**config.mk**
```make
export PLATFORM = sky130hd
export DESIGN_NAME = table_driven_connection_fsm_core
export DESIGN_NICKNAME = d
export VERILOG_FILES = /design/src/sv/tdcf_pkg.sv /design/src/sv/tdcf_table.sv /design/src/sv/table_driven_connection_fsm_core.sv
export SDC_FILE = /design/constraint.sdc
export NUM_CORES = 1
export LEC_CHECK = 0
export BUFFER_PORTS_ARGS = -buffer_cell sky130_fd_sc_hd__buf_4
export CAP_MARGIN = 20
export CORE_UTILIZATION = 57
export DETAILED_ROUTE_END_ITERATION = 16
export GPL_ROUTABILITY_DRIVEN = 0
export PLACE_DENSITY = 0.74
export SLEW_MARGIN = 20
export SYNTH_ARGS = -nofsm -noshare
export SYNTH_HDL_FRONTEND = slang
export SYNTH_HIERARCHICAL = 1
export SYNTH_SLANG_ARGS = --single-unit
```
**constraint.sdc**
```tcl
create_clock -name aclk -period 13.8 [get_ports aclk]
set_input_delay 0.69 -clock aclk [delete_from_list [all_inputs] [get_ports aclk]]
set_output_delay 0.69 -clock aclk [all_outputs]
set_load 0.005 [all_outputs]
```
**src/sv/tdcf_pkg.sv**
```systemverilog
// Shared types and constants for the table-driven connection sequencer.
// No dependencies; imported by tdcf_table and table_driven_connection_fsm_core.
package tdcf_pkg;

    // Connection state codes
    localparam logic [3:0] ST_DISCONNECTED = 4'd0;
    localparam logic [3:0] ST_MQTT_OK      = 4'd5;
    localparam logic [3:0] ST_RECONNECT    = 4'd10;
    localparam logic [3:0] ST_TIMEOUT      = 4'd11;
    localparam logic [3:0] ST_HIBERNATE    = 4'd12;

    // Event codes with fixed handling
    localparam logic [4:0] EV_DISCONNECTED = 5'd3;
    localparam logic [4:0] EV_RETRY        = 5'd10;
    localparam logic [4:0] EV_SYSTEM_FAULT = 5'd16;
    localparam logic [4:0] EV_BROKER_DOWN  = 5'd17;

    // Register map
    localparam logic [2:0] REG_RETRY_LIMIT = 3'd0;
    localparam logic [2:0] REG_TABLE_FIRST = 3'd1;

    localparam int TABLE_WORDS      = 7;
    localparam int ENTRIES_PER_WORD = 4;
    localparam int ENTRY_BITS       = 14;
    localparam int WORD_BITS        = TABLE_WORDS * 0 + ENTRIES_PER_WORD * ENTRY_BITS;
    localparam int NUM_ENTRIES      = TABLE_WORDS * ENTRIES_PER_WORD;
    localparam int ENTRY_IDX_BITS   = $clog2(NUM_ENTRIES);
    localparam logic [ENTRY_IDX_BITS-1:0] LAST_ENTRY = ENTRY_IDX_BITS'(NUM_ENTRIES - 1);

    typedef logic [ENTRY_IDX_BITS-1:0] entry_idx_t;
    typedef logic [WORD_BITS-1:0]      table_word_t;

    // One transition entry, bit 13 down to bit 0
    typedef struct packed {
        logic       valid;
        logic [3:0] cur_state;
        logic [4:0] evt;
        logic [3:0] nxt_state;
    } entry_t;

    // Configuration write towards the table
    typedef struct packed {
        logic        en;
        logic [2:0]  index;
        table_word_t data;
    } cfg_wr_t;

endpackage

```
**src/sv/tdcf_table.sv**
```systemverilog
// Configuration registers: retry limit and the seven packed transition-table words.
// Depends on tdcf_pkg; one entry read port addressed by the scan index.
module tdcf_table (
    input  logic                aclk,
    input  logic                aresetn,
    input  tdcf_pkg::cfg_wr_t   cfg_wr,
    input  tdcf_pkg::entry_idx_t rd_idx,
    output tdcf_pkg::entry_t    rd_entry,
    output logic [7:0]          retry_limit
);
    import tdcf_pkg::*;

    table_word_t words_reg [TABLE_WORDS];
    logic [7:0]  retry_limit_reg;
    table_word_t rd_word;

    always_ff @(posedge aclk) begin
        if (!aresetn) begin
            retry_limit_reg <= 8'd3;
            for (int w = 0; w < TABLE_WORDS; w++) begin
                words_reg[w] <= '0;
            end
        end else if (cfg_wr.en) begin
            if (cfg_wr.index == REG_RETRY_LIMIT) begin
                retry_limit_reg <= cfg_wr.data[7:0];
            end else begin
                words_reg[3'(cfg_wr.index - REG_TABLE_FIRST)] <= cfg_wr.data;
            end
        end
    end

    // word select, then lane select within the word
    assign rd_word = words_reg[rd_idx[ENTRY_IDX_BITS-1:2]];

    always_comb begin
        case (rd_idx[1:0])
            2'd0:    rd_entry = entry_t'(rd_word[0*ENTRY_BITS +: ENTRY_BITS]);
            2'd1:    rd_entry = entry_t'(rd_word[1*ENTRY_BITS +: ENTRY_BITS]);
            2'd2:    rd_entry = entry_t'(rd_word[2*ENTRY_BITS +: ENTRY_BITS]);
            default: rd_entry = entry_t'(rd_word[3*ENTRY_BITS +: ENTRY_BITS]);
        endcase
    end

    assign retry_limit = retry_limit_reg;

endmodule

```
**src/sv/table_driven_connection_fsm_core.sv**
```systemverilog
// Top level of the table-driven connection sequencer: event sequencer and result register.
// Depends on tdcf_pkg and tdcf_table.
//
//  channel  | ports                                         | direction
//  ---------+-----------------------------------------------+----------
//  input    | s_valid, s_ready, s_event_code                | in
//  result   | m_valid, m_ready, m_conn_state, m_retry_total,| out
//           | m_rule_matched, m_state_written               |
//  config   | cfg_valid, cfg_ready, cfg_index, cfg_data     | in
//
// Forced events (fault, broker down, retry at the limit) go from idle straight to the
// done state; other events step the single entry comparator over the 28 table
// entries, stopping at the first match or after the last entry, and the result then
// waits in the done state for m_ready.
// Synchronous active-low reset: state disconnected, counter zero, limit 3, table empty.
// s_ready is high only when idle; cfg_ready is always high.
module table_driven_connection_fsm_core (
    input  logic                   aclk,
    input  logic                   aresetn,
    // input channel
    input  logic                   s_valid,
    output logic                   s_ready,
    input  logic [4:0]             s_event_code,
    // result channel
    output logic                   m_valid,
    input  logic                   m_ready,
    output logic [3:0]             m_conn_state,
    output logic [7:0]             m_retry_total,
    output logic                   m_rule_matched,
    output logic                   m_state_written,
    // configuration channel
    input  logic                   cfg_valid,
    output logic                   cfg_ready,
    input  logic [2:0]             cfg_index,
    input  tdcf_pkg::table_word_t  cfg_data
);
    import tdcf_pkg::*;

    typedef enum logic [1:0] {
        S_IDLE,
        S_SCAN,
        S_DONE
    } seq_state_t;

    seq_state_t seq_reg, seq_next;
    logic [3:0] mode_reg, mode_next;        // current connection state
    logic [7:0] retries_reg, retries_next;  // retry counter
    logic       matched_reg, matched_next;
    logic       written_reg, written_next;
    logic [4:0] evt_reg, evt_next;          // event under processing
    entry_idx_t idx_reg, idx_next;          // scan position

    cfg_wr_t    cfg_wr;
    entry_t     entry;
    logic [7:0] retry_limit;
    logic       hit;

    // Configuration is accepted in every cycle
    assign cfg_ready    = 1'b1;
    assign cfg_wr.en    = cfg_valid;
    assign cfg_wr.index = cfg_index;
    assign cfg_wr.data  = cfg_data;

    tdcf_table u_table (
        .aclk        (aclk),
        .aresetn     (aresetn),
        .cfg_wr      (cfg_wr),
        .rd_idx      (idx_reg),
        .rd_entry    (entry),
        .retry_limit (retry_limit)
    );

    // The shared comparator: one entry against current state and event
    assign hit = entry.valid && (entry.cur_state == mode_reg) && (entry.evt == evt_reg);

    always_comb begin
        seq_next     = seq_reg;
        mode_next    = mode_reg;
        retries_next = retries_reg;
        matched_next = matched_reg;
        written_next = written_reg;
        evt_next     = evt_reg;
        idx_next     = idx_reg;

        unique case (seq_reg)
            S_IDLE: begin
                if (s_valid) begin
                    evt_next     = s_event_code;
                    idx_next     = '0;
                    matched_next = 1'b0;
                    written_next = 1'b0;
                    // fixed events take priority over the table
                    if (s_event_code == EV_SYSTEM_FAULT) begin
                        mode_next    = ST_HIBERNATE;
                        written_next = 1'b1;
                        seq_next     = S_DONE;
                    end else if (s_event_code == EV_BROKER_DOWN) begin
                        mode_next    = ST_DISCONNECTED;
                        written_next = 1'b1;
                        seq_next     = S_DONE;
                    end else if (s_event_code == EV_RETRY && retries_reg >= retry_limit) begin
                        mode_next    = ST_TIMEOUT;
                        written_next = 1'b1;
                        seq_next     = S_DONE;
                    end else begin
                        // retry below the limit moves to reconnect, then looks up
                        if (s_event_code == EV_RETRY) begin
                            retries_next = retries_reg + 8'd1;
                            mode_next    = ST_RECONNECT;
                            written_next = 1'b1;
                        end
                        seq_next = S_SCAN;
                    end
                end
            end
            S_SCAN: begin
                if (hit) begin
                    // a disconnect clears the counter except out of reconnect
                    if (evt_reg == EV_DISCONNECTED && mode_reg != ST_RECONNECT) begin
                        retries_next = '0;
                    end
                    mode_next    = entry.nxt_state;
                    matched_next = 1'b1;
                    written_next = 1'b1;
                    seq_next     = S_DONE;
                end else if (idx_reg == LAST_ENTRY) begin
                    seq_next = S_DONE;
                end else begin
                    idx_next = idx_reg + 1'b1;
                end
            end
            S_DONE: begin
                if (m_ready) begin
                    seq_next = S_IDLE;
                end
            end
            default: begin
                seq_next = S_IDLE;
            end
        endcase
    end

    always_ff @(posedge aclk) begin
        if (!aresetn) begin
            seq_reg     <= S_IDLE;
            mode_reg    <= ST_DISCONNECTED;
            retries_reg <= '0;
            matched_reg <= 1'b0;
            written_reg <= 1'b0;
        end else begin
            seq_reg     <= seq_next;
            mode_reg    <= mode_next;
            retries_reg <= retries_next;
            matched_reg <= matched_next;
            written_reg <= written_next;
        end
        evt_reg <= evt_next;
        idx_reg <= idx_next;
    end

    // Result fields come straight from the state registers; they hold while S_DONE waits
    assign s_ready         = (seq_reg == S_IDLE);
    assign m_valid         = (seq_reg == S_DONE);
    assign m_conn_state    = mode_reg;
    assign m_retry_total   = retries_reg;
    assign m_rule_matched  = matched_reg;
    assign m_state_written = written_reg;

endmodule

```
==> flow_summary.toml <==
[run_status]
status = "completed"

[cts]
cts_setup_buffers = 0
cts.sinks = 482
cts_tree = "built"
ctsRootBufferMaster = "clkbuf_16"
clockBufferDepth = 3
cts_hold_buf = 0
clkSlewWorstSetupHoldPaths_ns = 0.06
cts_resized = 0
cts_htree_levels = 2
worstSkewPairLatency_ns = 0.57
cts_buffers = 49

[sta]
hold_violations = 0
worst_clock_skew_ns = 0.0169
fin_crit_ns = 4.70
tns_ns = 0
setup_viol = 0
drv_slew = 0
final.setup.worst_slack_ns = 9.10
slew_headroom_pct = 27.4
worst_pin_slew_ns = 1.09
fmax_mhz = 213
fin_crit_sh_pct = 34.1
rsz0062_at_grt = "no"

[layout]
final_cell_count_no_fill = 2223
drive_above_1_share_pct = 16.2
fillers = 2730
largest_register_ffs = 448
area_growth_syn_to_layout_pct = 12.4
final_util_pct = 65.1
multi_input_area_um2 = 6850
nets = 1797
seq_area_um2 = 13700
antenna_cells = 0

[yosys]
async_flop_share_pct = 0
syn_area_um2 = 21200
synth_cell_type_count = 65
synth-edff-count = 402
yosys_warnings = 6
synth.area.top_cells = "edfxtp_1 (57%), dfxtp_1 (7.6%), mux2i_1 (5.9%)"
synth_top_area_share_pct = 56.9
avgSynthCellArea_um2 = 12.8
ys_seq_elements = 482
seq_area_frac_synth_pct = 64.5
synth_nets = 1743
syn-instance-count = 1662
ys.flop_type = "edfxtp_1"
yosys.area.top_type = "edfxtp_1"

[routing]
wl_per_cell_um = 26.0
remaining_drc_errors = 0
wirelength_mm = 57.7
vias_per_cell = 6.42
ant_nets = 0
firstDrtPassIters = 5
drt_iter0_drc = 1686
route.vias.total = 14273

[power_and_ir_drop]
ir_drop_uv = 104
power_switching_uw = 1000
pwr-share-seq_pct = 46.6
report.power.total_uw = 3680
power_frac_comb_pct = 18.5
power.density_nw_per_um2 = 154
p_leak_uw = 0.00844
pwr-share-clk_pct = 34.9
swShare_pct = 27.2
p_int_uw = 2680

[grt]
grt_util_all_layers_pct = 30.6
grt_pass1_vias = 14174
grt_max_degree = 84
antenna_found_initial = 0
overflow = 0
grt_pass1_wl_mm = 85.9

[worst_setup_path]
crit_required_ns = 14.29
crit_path_end_kind = "flop"
critical_path_class = "flop to flop"
cp_max_fo = 55
start_kind = "flop"
arrival_ns = 5.19

[run]
maxCapViolCount = 0

[floorplanning]
core-area_um2 = 36600
rows = 70
dieArea_um2 = 38000
start_util_pct = 57.9
die_y_um = 195
die_w_um = 195
ios = 86

[min_path]
min_path_type = "primary input to flop"

[placed_design]
io_buffers = 84
dp_hpwl_mm = 32.2
post-place-ws_ns = 9.12
dp_cells = 2133
-- power by group through the flow --
stage	clock network, uW	logic (uW)	registers (uW)
finish	1290	681	1720
global route	1350	713	1720
CTS	1300	670	1710
detailed placement	0	667	1750
global placement	0	657	1740
floorplan	0	461	1730
-- logic make-up (layout without fill, tap and decap cells) --
| kind of cell | count (synthesis) | after routing | synth area share [%] |
|---|---|---|---|
| AO/OA/AOI/OAI | 226 | 226 | 6.81 |
| other | 1 | 1 | 0.0177 |
| XOR/XNOR | 13 | 13 | 0.572 |
| buffers and inverters | 185 | 278 | 3.75 |
| adder cells (fa/ha/maj) | 12 | 12 | 0.708 |
| AND/OR/NAND/NOR | 547 | 547 | 11.0 |
| flip-flops | 482 | 482 | 64.5 |
| multiplexers | 196 | 196 | 12.6 |
-- final cells by class --
class	count	share of cell area, %
tap	468	2.46
clock inverter	16	0.535
multi-input combinational	995	28.7
sequential	482	57.3
clock buffer	74	5.97
timing repair buffer	114	3.81
inverter	74	1.16
-- cells in the mapped netlist, drive strengths merged (12+ instances only) --
| library cell | number |
|---|---|
| a21oi | 77 |
| a22oi | 28 |
| a2bb2oi | 24 |
| a32oi | 14 |
| buf | 61 |
| clkbuf | 50 |
| dfxtp | 80 |
| edfxtp | 402 |
| ha | 12 |
| inv | 74 |
| mux2 | 14 |
| mux2i | 126 |
| mux4 | 56 |
| nand2 | 124 |
| nand3 | 50 |
| nand4 | 35 |
| nor2 | 298 |
| o21ai | 56 |
-- layer usage --
| layer | share of wire, % | vias to the layer above | track usage [%] |
|---|---|---|---|
| met1 | 38 | 7115 | 41.4 |
| li1 | - | 6197 | - |
| met2 | 48 | 842 | 50.0 |
| met5 | 0 | - | 0 |
| met4 | 3.4 | 0 | 11.4 |
| met3 | 10 | 119 | 5.08 |
-- final timing paths --
check                                                         start                             endpoint  slack, ns  depth (start not counted)
worst min register to register  u_table/retry_limit[3]$_SDFFE_PN0P_  u_table/retry_limit[3]$_SDFFE_PN0P_       0.47                          2
worst max-delay path                       idx_reg[3]$_SDFFCE_PN0P_         m_conn_state[3]$_SDFFE_PN0P_       9.10                         12
worst max register to register             idx_reg[3]$_SDFFCE_PN0P_         m_conn_state[3]$_SDFFE_PN0P_       9.10                         12
worst min-delay path                                s_event_code[2]                 evt_reg[2]$_DFFE_PP_       0.33                          1
-- critical path, stage by stage, from the launching register on --
cell and delay (ns):
edfxtp_1 0.40, buf_4 0.77, buf_4 0.61, mux4_2 0.58, mux2_2 0.31, o21ai_0 0.16
a32oi_1 0.15, xnor2_1 0.17, nand4_1 0.20, or4_4 0.58, a21boi_4 0.19, a311o_1 0.33
a21oi_1 0.14
-- cells in the final DEF, fill, tap and decap left out, drive strengths merged, types with 50 or more instances in the layout --
| cell | Yosys | routed |
|---|---|---|
| a21oi | 77 | 77 |
| buf | 61 | 114 |
| clkbuf | 50 | 74 |
| dfxtp | 80 | 80 |
| edfxtp | 402 | 402 |
| inv | 74 | 75 |
| mux2i | 126 | 126 |
| mux4 | 56 | 56 |
| nand2 | 124 | 124 |
| nand3 | 50 | 50 |
| nor2 | 298 | 298 |
| o21ai | 56 | 56 |
-- through the flow --
stage / area, um^2 / hold WS [ns]
final: 23800 / 0.334
after global routing: 23800 / 0.323
after detailed placement: 22300 / 0.452
after floorplan: 21200 / 0.436
after CTS: 23800 / 0.317
after global placement: 22200 / 0.443
(Power assumes the default switching activity.)
